## src/rtl/brs_pkg.sv

```systemverilog
// ----------------------------------------------------------------------------
// brs_pkg
// Shared types, command codes and the backoff delay table of the retry
// scheduler.
// ----------------------------------------------------------------------------
package brs_pkg;

	localparam int StepW     = 3;
	localparam int DelayMsW  = 24;
	localparam int DelaySecW = 14;
	localparam int TickW     = 32;
	localparam int RateW     = 14;
	localparam int TableLen  = 7;

	localparam logic [RateW-1:0]    RATE_RESET   = 14'd1000;
	localparam logic [DelayMsW-1:0] MAX_DELAY_MS = 24'd14400000;
	localparam logic [DelaySecW-1:0] MAX_DELAY_S = 14'd14400;

	typedef enum logic [1:0] {
		FUNC_RESET    = 2'd0,
		FUNC_SCHEDULE = 2'd1,
		FUNC_CANCEL   = 2'd2,
		FUNC_TAKE_DUE = 2'd3
	} func_t;

	typedef struct packed {
		logic [StepW-1:0]    step;
		logic                pending;
		logic [DelayMsW-1:0] hold_ms;
		logic [TickW-1:0]    deadline;
	} sched_state_t;

	// Every table entry is a whole number of seconds, so the ms-to-tick
	// conversion reduces to seconds times the tick rate with no division.
	localparam logic [DelayMsW-1:0] DELAY_MS_TABLE [TableLen] = '{
		24'd30000, 24'd60000, 24'd120000, 24'd300000,
		24'd3600000, 24'd7200000, 24'd14400000
	};
	localparam logic [DelaySecW-1:0] DELAY_SEC_TABLE [TableLen] = '{
		14'd30, 14'd60, 14'd120, 14'd300, 14'd3600, 14'd7200, 14'd14400
	};

	function automatic logic [DelayMsW-1:0] table_ms(input logic [StepW-1:0] idx,
			input logic [StepW:0] step_count);
		logic [DelayMsW-1:0] d;
		d = MAX_DELAY_MS;
		if ({1'b0, idx} < step_count && idx < StepW'(TableLen))
			d = DELAY_MS_TABLE[idx];
		return d;
	endfunction

	function automatic logic [DelaySecW-1:0] delay_sec(input logic [StepW-1:0] idx,
			input logic [StepW:0] step_count);
		logic [DelaySecW-1:0] d;
		d = MAX_DELAY_S;
		if ({1'b0, idx} < step_count && idx < StepW'(TableLen))
			d = DELAY_SEC_TABLE[idx];
		return d;
	endfunction

endpackage

```

## src/rtl/brs_next.sv

```systemverilog
// ----------------------------------------------------------------------------
// brs_next
// Next-state logic of the retry scheduler for one command.
// ----------------------------------------------------------------------------
module brs_next #(
	parameter int STEP_COUNT = 7
) (
	input  brs_pkg::func_t                 func,
	input  logic [brs_pkg::TickW-1:0]      now_cnt,
	input  logic [brs_pkg::RateW-1:0]      tick_rate_hz,
	input  brs_pkg::sched_state_t          cur,
	output brs_pkg::sched_state_t          nxt,
	output logic                           due
);

	localparam logic [brs_pkg::StepW:0] StepCnt = (brs_pkg::StepW+1)'(STEP_COUNT);

	logic [brs_pkg::DelaySecW-1:0]                delay_s;
	logic [brs_pkg::DelaySecW+brs_pkg::RateW-1:0] delay_ticks;
	logic [brs_pkg::TickW-1:0]                    since_deadline;
	logic [brs_pkg::StepW:0]                      step_inc;

	assign delay_s        = brs_pkg::delay_sec(cur.step, StepCnt);
	assign delay_ticks    = delay_s * tick_rate_hz;
	assign since_deadline = now_cnt - cur.deadline;
	assign step_inc       = {1'b0, cur.step} + 1'b1;

	always_comb begin
		nxt = cur;
		due = 1'b0;
		case (func)
			brs_pkg::FUNC_RESET: begin
				nxt = '0;
			end
			brs_pkg::FUNC_SCHEDULE: begin
				nxt.hold_ms  = brs_pkg::table_ms(cur.step, StepCnt);
				nxt.deadline = now_cnt + brs_pkg::TickW'(delay_ticks);
				nxt.pending  = 1'b1;
				if (step_inc < StepCnt)
					nxt.step = step_inc[brs_pkg::StepW-1:0];
			end
			brs_pkg::FUNC_CANCEL: begin
				nxt.pending  = 1'b0;
				nxt.hold_ms  = '0;
				nxt.deadline = '0;
			end
			brs_pkg::FUNC_TAKE_DUE: begin
				// Wrap-safe: due once now is at or past the deadline by less than half the tick range.
				if (cur.pending && !since_deadline[brs_pkg::TickW-1]) begin
					nxt.pending  = 1'b0;
					nxt.hold_ms  = '0;
					nxt.deadline = '0;
					due          = 1'b1;
				end
			end
			default: begin
				nxt = cur;
			end
		endcase
	end

endmodule

```

## src/rtl/backoff_retry_scheduler_core.sv

```systemverilog
// ----------------------------------------------------------------------------
// backoff_retry_scheduler_core
// Table-driven backoff retry scheduler: one command beat in, one status beat out.
// ----------------------------------------------------------------------------
// An accepted command beat is held in the input register; the combinational
// state update feeds the result register. Each register holds one beat.
// Throughput: one command per cycle unless m_tready stalls the result beat.
// Reset: arst_n clears the scheduler state and both registers' valid flags
//   and loads the tick rate with 1000.
module backoff_retry_scheduler_core #(
	parameter int STEP_COUNT = 7
) (
	input  logic        clk,
	input  logic        arst_n,
	input  logic        cfg_valid,
	output logic        cfg_ready,
	input  logic [13:0] cfg_data,      // tick_rate_hz
	input  logic        s_tvalid,
	output logic        s_tready,
	input  logic [31:0] s_tdata,       // now[31:0]
	input  logic [1:0]  s_tuser,       // func[1:0]
	output logic        m_tvalid,
	input  logic        m_tready,
	// due[0], retry_pending[1], delay_in_use_ms[25:2], deadline_ticks[57:26],
	// step_after[60:58], zero fill [63:61]
	output logic [63:0] m_tdata
);

	logic [brs_pkg::RateW-1:0] tick_rate_q;
	logic                      valid_s1;
	brs_pkg::func_t            func_s1;
	logic [brs_pkg::TickW-1:0] now_s1;
	logic                      fire_s1;
	brs_pkg::sched_state_t     state_q;
	brs_pkg::sched_state_t     state_nxt;
	logic                      due_nxt;
	logic                      out_valid_q;
	logic                      due_q;
	brs_pkg::sched_state_t     out_state_q;

	assign cfg_ready = 1'b1;
	assign fire_s1   = valid_s1 && (!out_valid_q || m_tready);
	assign s_tready  = !valid_s1 || fire_s1;

	always_ff @(posedge clk or negedge arst_n) begin
		if (!arst_n) begin
			tick_rate_q <= brs_pkg::RATE_RESET;
		end else if (cfg_valid && cfg_ready) begin
			tick_rate_q <= cfg_data;
		end
	end

	always_ff @(posedge clk or negedge arst_n) begin
		if (!arst_n) begin
			valid_s1 <= 1'b0;
		end else if (s_tready) begin
			valid_s1 <= s_tvalid;
		end
	end

	always_ff @(posedge clk) begin
		if (s_tready && s_tvalid) begin
			func_s1 <= brs_pkg::func_t'(s_tuser);
			now_s1  <= s_tdata;
		end
	end

	brs_next #(
		.STEP_COUNT(STEP_COUNT)
	) u_next (
		.func        (func_s1),
		.now_cnt     (now_s1),
		.tick_rate_hz(tick_rate_q),
		.cur         (state_q),
		.nxt         (state_nxt),
		.due         (due_nxt)
	);

	always_ff @(posedge clk or negedge arst_n) begin
		if (!arst_n) begin
			state_q <= '0;
		end else if (fire_s1) begin
			state_q <= state_nxt;
		end
	end

	always_ff @(posedge clk or negedge arst_n) begin
		if (!arst_n) begin
			out_valid_q <= 1'b0;
		end else if (fire_s1) begin
			out_valid_q <= 1'b1;
		end else if (m_tready) begin
			out_valid_q <= 1'b0;
		end
	end

	always_ff @(posedge clk) begin
		if (fire_s1) begin
			due_q       <= due_nxt;
			out_state_q <= state_nxt;
		end
	end

	assign m_tvalid = out_valid_q;
	assign m_tdata  = {3'b000, out_state_q.step, out_state_q.deadline,
		out_state_q.hold_ms, out_state_q.pending, due_q};

endmodule

```

## config.mk

```make
export PLATFORM = sky130hd
export DESIGN_NAME = backoff_retry_scheduler_core
export DESIGN_NICKNAME = d
export VERILOG_FILES = /design/src/rtl/brs_pkg.sv /design/src/rtl/brs_next.sv /design/src/rtl/backoff_retry_scheduler_core.sv
export SDC_FILE = /design/constraint.sdc
export NUM_CORES = 1
export LEC_CHECK = 0
export BUFFER_PORTS_ARGS = -buffer_cell sky130_fd_sc_hd__buf_2
export CORE_ASPECT_RATIO = 1.4
export CORE_MARGIN = 5
export CORE_UTILIZATION = 43
export DETAILED_ROUTE_END_ITERATION = 10
export PLACE_DENSITY = 0.59
export SETUP_SLACK_MARGIN = 0.15
export SYNTH_ARGS = -nofsm -noshare
export SYNTH_HDL_FRONTEND = slang
export SYNTH_HIERARCHICAL = 1
export SYNTH_SLANG_ARGS = --single-unit
```

## constraint.sdc

```tcl
create_clock -name clk -period 17.3 [get_ports clk]
set_clock_uncertainty 0.1 [all_clocks]
set_input_delay 0.865 -clock clk [delete_from_list [all_inputs] [get_ports clk]]
set_output_delay 0.865 -clock clk [all_outputs]
set_load 0.01 [all_outputs]
```

==> results of run 1 <==
## per-layer routing
layer  routed length, µm  part of all wire
met1               13900              0.37
met2               20790              0.56
met3                1055             0.028
met4                1694             0.045
met5                   0                 0
## final timing paths
| kind | slack (ns) | depth (start not counted) | from | end |
|---|---|---|---|---|
| setup / recovery | 8.31 | 28 | state_q[59]$_DFFE_PN0P_ | state_q[29]$_DFFE_PN0P_ |
| hold / removal | 0.16 | 1 | arst_n | state_q[0]$_DFFE_PN0P_ |
| setup reg to reg | 8.31 | 28 | state_q[59]$_DFFE_PN0P_ | state_q[29]$_DFFE_PN0P_ |
| hold reg to reg | 0.41 | 1 | state_q[35]$_DFFE_PN0P_ | state_q[35]$_DFFE_PN0P_ |
| max in group asynchronous | 15.79 | 2 | arst_n | state_q[58]$_DFFE_PN0P_ |
| min in group clk | 0.41 | 1 | state_q[35]$_DFFE_PN0P_ | state_q[35]$_DFFE_PN0P_ |
## sequential cells by signal, summed over array words and instances, names as in the netlist
name         flops
m_tvalid         1
m_tdata         60
now_s1          32
due_q            1
tick_rate_q     14
valid_s1         1
state_q         60
func_s1          2
## layout by cell type (no fill, tap or decap), types with 12 or more instances in the layout
cell / count
inv_1: 223
ha_1: 146
fa_1: 142
buf_2: 114
nand2_1: 110
edfxtp_1: 95
dfrtp_1: 70
mux2_4: 59
o21ai_0: 46
and2_1: 43
a21oi_1: 42
nor2_1: 39
and3_1: 39
a21o_1: 28
nor2b_1: 28
clkbuf_16: 17
buf_4: 16
nand3_1: 16
mux2_2: 15
xor2_1: 12
## area by class of cell
class | instances | area, µm² | share of cell area
Clock buffer | 19 | 432.9 | 0.02653
Clock inverter | 13 | 133.9 | 0.008206
Inverter | 225 | 844.6 | 0.05176
Multi-Input combinational cell | 902 | 8887 | 0.5447
Sequential cell | 171 | 4762 | 0.2919
Tap cell | 451 | 564.3 | 0.03459
Timing Repair Buffer | 130 | 690.7 | 0.04233
## metrics by stage
step	setup WS, ns	std cells	util	hold WS, ns	area [µm²]
finish	8.305	1911	0.4794	0.1637	16320
global route	7.665	1911	0.4794	0.1614	16320
CTS	8.335	1911	0.4794	0.1409	16320
detailed placement	8.369	1879	0.4628	0.3894	15750
global placement	8.627	1879	0.4628	0.3832	15750
floorplan	9.963	1359	-	0.3729	14820
## cells by family (layout without fill, tap and decap cells)
kind of cell,after synthesis,in the layout
multiplexers,77,77
flip-flops,171,171
AND/OR/NAND/NOR,326,326
buffers and inverters,286,387
adder cells (fa/ha/maj),288,288
other,2,4
XOR/XNOR,21,21
AO/OA/AOI/OAI,186,186
## worst max-delay path: cells and delay by family, from the launching register on
family | cells | cell delay, ns
simple gates | 5 | 1.71
compound gates | 6 | 1.66
flops | 1 | 0.32
fa+ha+maj | 7 | 3.17
buf+inv | 9 | 1.76
mux | 1 | 0.23
==> results by group, run 1 <==
Yosys
  – Post-synth top area share: 0.1925
  – Post-synthesis mux area share: 0.07321
  – Ys Warns: 6
  – Avg Cell Area, Syn: 10.92 µm²
  – Ys flop type: edfxtp_1
  – Ys async rst share: 0.4444
  – Area of the mapped netlist: 14820 µm²
  – Adder-cell area share of the yosys netlist: 0.3151
  – Post-synthesis sequential area ratio: 0.3214
  – Synthesized flop and latch total: 171
  – Post-Syn Instances: 1357
  – Largest family of logic cells by synthesized area: adder cells
  – Post-synth EDFFs: 95
  – Post-synth top cells: inv_1, ha_1, fa_1
  – Xor/xnor cell area share of the yosys netlist: 0.01241
  – Synth Area in Compound Gates: 0.08419
  – Post-synth top area cell: edfxtp_1
  – Top cells by area, synth: edfxtp_1, fa_1, ha_1
  – Number of distinct library cells after synthesis: 70
  – Synth Area in Simple Gates: 0.1132
  – Top-count cell post-synth: inv_1

CTS
  – Reg clk slew, reported paths: 0.07 ns
  – Post_cts resized: 0
  – Insertion delay of the later-clocked pin in the worst-skew pair: 0.45 ns
  – Sink Count: 171
  – Setup Fix Bufs, Post-CTS: 0
  – H-tree depth: 4
  – Clock buffer count from CTS: 17
  – Post-cts hold buffer count: 0
  – Root Buffer: clkbuf_16
  – Max Root-Sink Buffers: 2
  – CTS tree: built

Setup path
  – Worst Setup Start Kind: register
  – Req. time, crit path: 17.59 ns
  – Critical Path End Type: register
  – Crit-path max cell delay: 0.75 ns
  – Critical Path Fanout Max: 49
  – Arrival time of the worst setup path: 9.28 ns
  – Setup CP Type: reg -> reg
  – CP dominant cell by count: inv_1
  – Critical-path cell with the highest stage delay: clkinv_1

Route
  – Wire per inst: 19.59 µm
  – DRC Markers: 0
  – TritonRoute pass-1 iters: 7
  – Final wirelength: 37.44 mm
  – Antenna viol nets, final: 0
  – 1st-iter DRT viols: 584
  – DR vias/cell: 5.327
  – Via count: 10179

Timing
  – Final setup fails: 0
  – RSZ-0062 raised after global routing: false
  – Final Max Slew Viols: 0
  – Setup TNS: 0 ns
  – Min cycle time layout: 8.995 ns
  – Fmax achieved: 111.2 MHz
  – Tcrit/Tclk final: 0.5199
  – Final Hold Fails: 0
  – Worst Tran Pin Value: 0.9210 ns
  – Slew HR: 0.3860

Die
  – Initial Utilization: 0.4354
  – Die W: 166.9 µm
  – Die ar.: 38320 µm²
  – Io pins: 120
  – Core area: 34030 µm²
  – Rows: 80
  – Die Y-Extent: 229.6 µm

Final layout
  – Inserted Diodes: 0
  – Share of cells above drive strength 1: 0.1808
  – Nets: 1788
  – Fillcell total: 3178
  – Layout area overhead: 10.12%

Global route
  – Number of global-route vias before repair: 10737
  – Global Route met3 Usage: 0.02829
  – GRT met2 Usage: 0.3709
  – Antenna violations before repair: 0
  – GRT overflow: 0
  – Wire length of the first global-routing pass: 58.76 mm
  – Total track usage: 0.1978
  – Global route hottest layer: met2
  – Met1 Use GR: 0.2187
  – Largest net degree at the start of global routing: 63

Flow run
  – Max Cap Violations: 0

Place
  – PortBufs: 115
  – Post-DP HPWL: 29.15 mm
  – Placer Congestion: 0.8900

Hold path
  – Min-Delay Path Class: in -> async

Status
  – Outcome: finished, final reports clean
Power of run 1 is not shown: default switching activity piles up to over one toggle a cycle in this logic, so the estimate is an artifact.
==> inputs of run 2 (changes only) <==
- clock period: 17.3 -> 8.7 ns (I/O delays scaled with it)
==> results by group, run 2 (synthesis results as in run 1) <==
Status
  – Outcome: finished, final reports clean

Place
  – PortBufs: 115
  – Post-DP HPWL: 28.72 mm
  – Setup WS pre-CTS: 0.6455 ns
  – Placer Congestion: 0.9030
  – Dpl cells: 1886

Timing
  – Final Hold Fails: 0
  – Worst Tran Pin Value: 1.015 ns
  – Fmax achieved: 124.4 MHz
  – Worst Setup Slack, final: 0.6637 ns
  – Min cycle time layout: 8.036 ns
  – RSZ-0062 raised after global routing: false
  – Setup TNS: 0 ns
  – Slew HR: 0.3235
  – Final setup fails: 0
  – Final Max Slew Viols: 0
  – Tcrit/Tclk final: 0.9237

Die
  – Die ar.: 38320 µm²
  – Core area: 34030 µm²
  – Die Y-Extent: 229.6 µm
  – Io pins: 120
  – Die W: 166.9 µm
  – Rows: 80
  – Initial Utilization: 0.4354

Global route
  – Largest net degree at the start of global routing: 50
  – Total track usage: 0.1974
  – Wire length of the first global-routing pass: 58.65 mm
  – Antenna violations before repair: 0
  – GRT overflow: 0
  – Number of global-route vias before repair: 10773

Final layout
  – Commonest non-fill, non-tap cell in the layout: inv_1
  – Most frequent cells in the layout: inv_1, ha_1, fa_1
  – Share of cells above drive strength 1: 0.1846
  – Layout area overhead: 10.51%
  – Inserted Diodes: 0
  – Core Util, Final: 0.4811
  – Nets: 1796
  – Fin cells: 1919

Setup path
  – Setup CP Type: reg -> reg
  – Flop2flop setup slack: 0.66 ns
  – Critical-path cell with the highest stage delay: dfrtp_1
  – Arrival time of the worst setup path: 8.33 ns
  – Critical Path Fanout Max: 14
  – Crit-path max cell delay: 0.60 ns
  – Worst Setup Start Kind: register
  – CP dominant cell by count: inv_1
  – Critical Path End Type: register
  – Req. time, crit path: 9.00 ns
  – Reg2reg start: state_q[57]$_DFFE_PN0P_
  – Crit. Startpoint: state_q[57]$_DFFE_PN0P_

CTS
  – CTS tree: built
  – Clock buffer count from CTS: 17
  – Insertion delay of the later-clocked pin in the worst-skew pair: 0.46 ns
  – H-tree depth: 4
  – Max Root-Sink Buffers: 2
  – Setup Fix Bufs, Post-CTS: 0
  – Reg clk slew, reported paths: 0.08 ns
  – Sink Count: 171
  – Root Buffer: clkbuf_16

Route
  – DR vias/cell: 5.236
  – Antenna viol nets, final: 0
  – DRC Markers: 0
  – TritonRoute pass-1 iters: 5
  – Wire per inst: 19.20 µm
  – Final wirelength: 36.85 mm
  – Via count: 10047
  – 1st-iter DRT viols: 504

Hold path
  – Hold_sp: s_tdata[31]
  – Min-Delay Path Class: in -> reg

Flow run
  – Max Cap Violations: 0
==> run 2: area by class of cell <==
type                    instances  area [µm²]
fillers                      3151       17660
multi-input cells             902        8887
flip-flops and latches        171        4762
inverters                     225       844.6
repair buffers                138       753.2
well taps                     451       564.3
clock buffers                  18       429.2
clock inverters                14       133.9
==> run 2: worst paths after layout <==
| check | end | cells past startpoint |
|---|---|---|
| max reg2reg | state_q[29]$_DFFE_PN0P_ | 28 |
| max in group asynchronous | state_q[53]$_DFFE_PN0P_ | 3 |
| min reg2reg | state_q[35]$_DFFE_PN0P_ | 1 |
| min | now_s1[31]$_DFFE_PP_ | 1 |
| max | state_q[29]$_DFFE_PN0P_ | 28 |
| min in group asynchronous | state_q[3]$_DFFE_PN0P_ | 2 |
==> run 2: repair_timing <==
| action | 4_1_cts | 5_1_grt |
|---|---|---|
| resized for setup | 0 | 1 |
| endpoints found under the setup margin | 0 | 2 |
| hold buffers | 1 | 0 |
| hold endpoints to repair | 32 | 0 |
==> run 2: worst max-delay path, delay by kind of cell, from the launching register on <==
family                     cells  cell delay [ns]
and+or+nand+nor                4             0.85
buffers and inverters          8             0.77
DFF                            1             0.60
muxes                          1             0.23
AOI/OAI and AO/OA              7             1.76
adders and majority gates      8             3.64
==> run 2: per-stage QoR <==
step           hold slack, ns  instance area (µm²)
6_report              0.04646                16370
5_1_grt               0.02411                16370
4_1_cts               0.02670                16370
3_5_place_dp           0.3466                15800
3_3_place_gp           0.3423                15800
2_1_floorplan         0.03941                14820
==> run 2: layer usage <==
| metal | share of wire | track usage |
|---|---|---|
| met1 | 0.37 | 0.2199 |
| met2 | 0.56 | 0.3753 |
| met3 | 0.030 | 0.02639 |
| met4 | 0.035 | 0.07982 |
| met5 | 0 | 0 |
Power of run 2 is left out for the same reason.
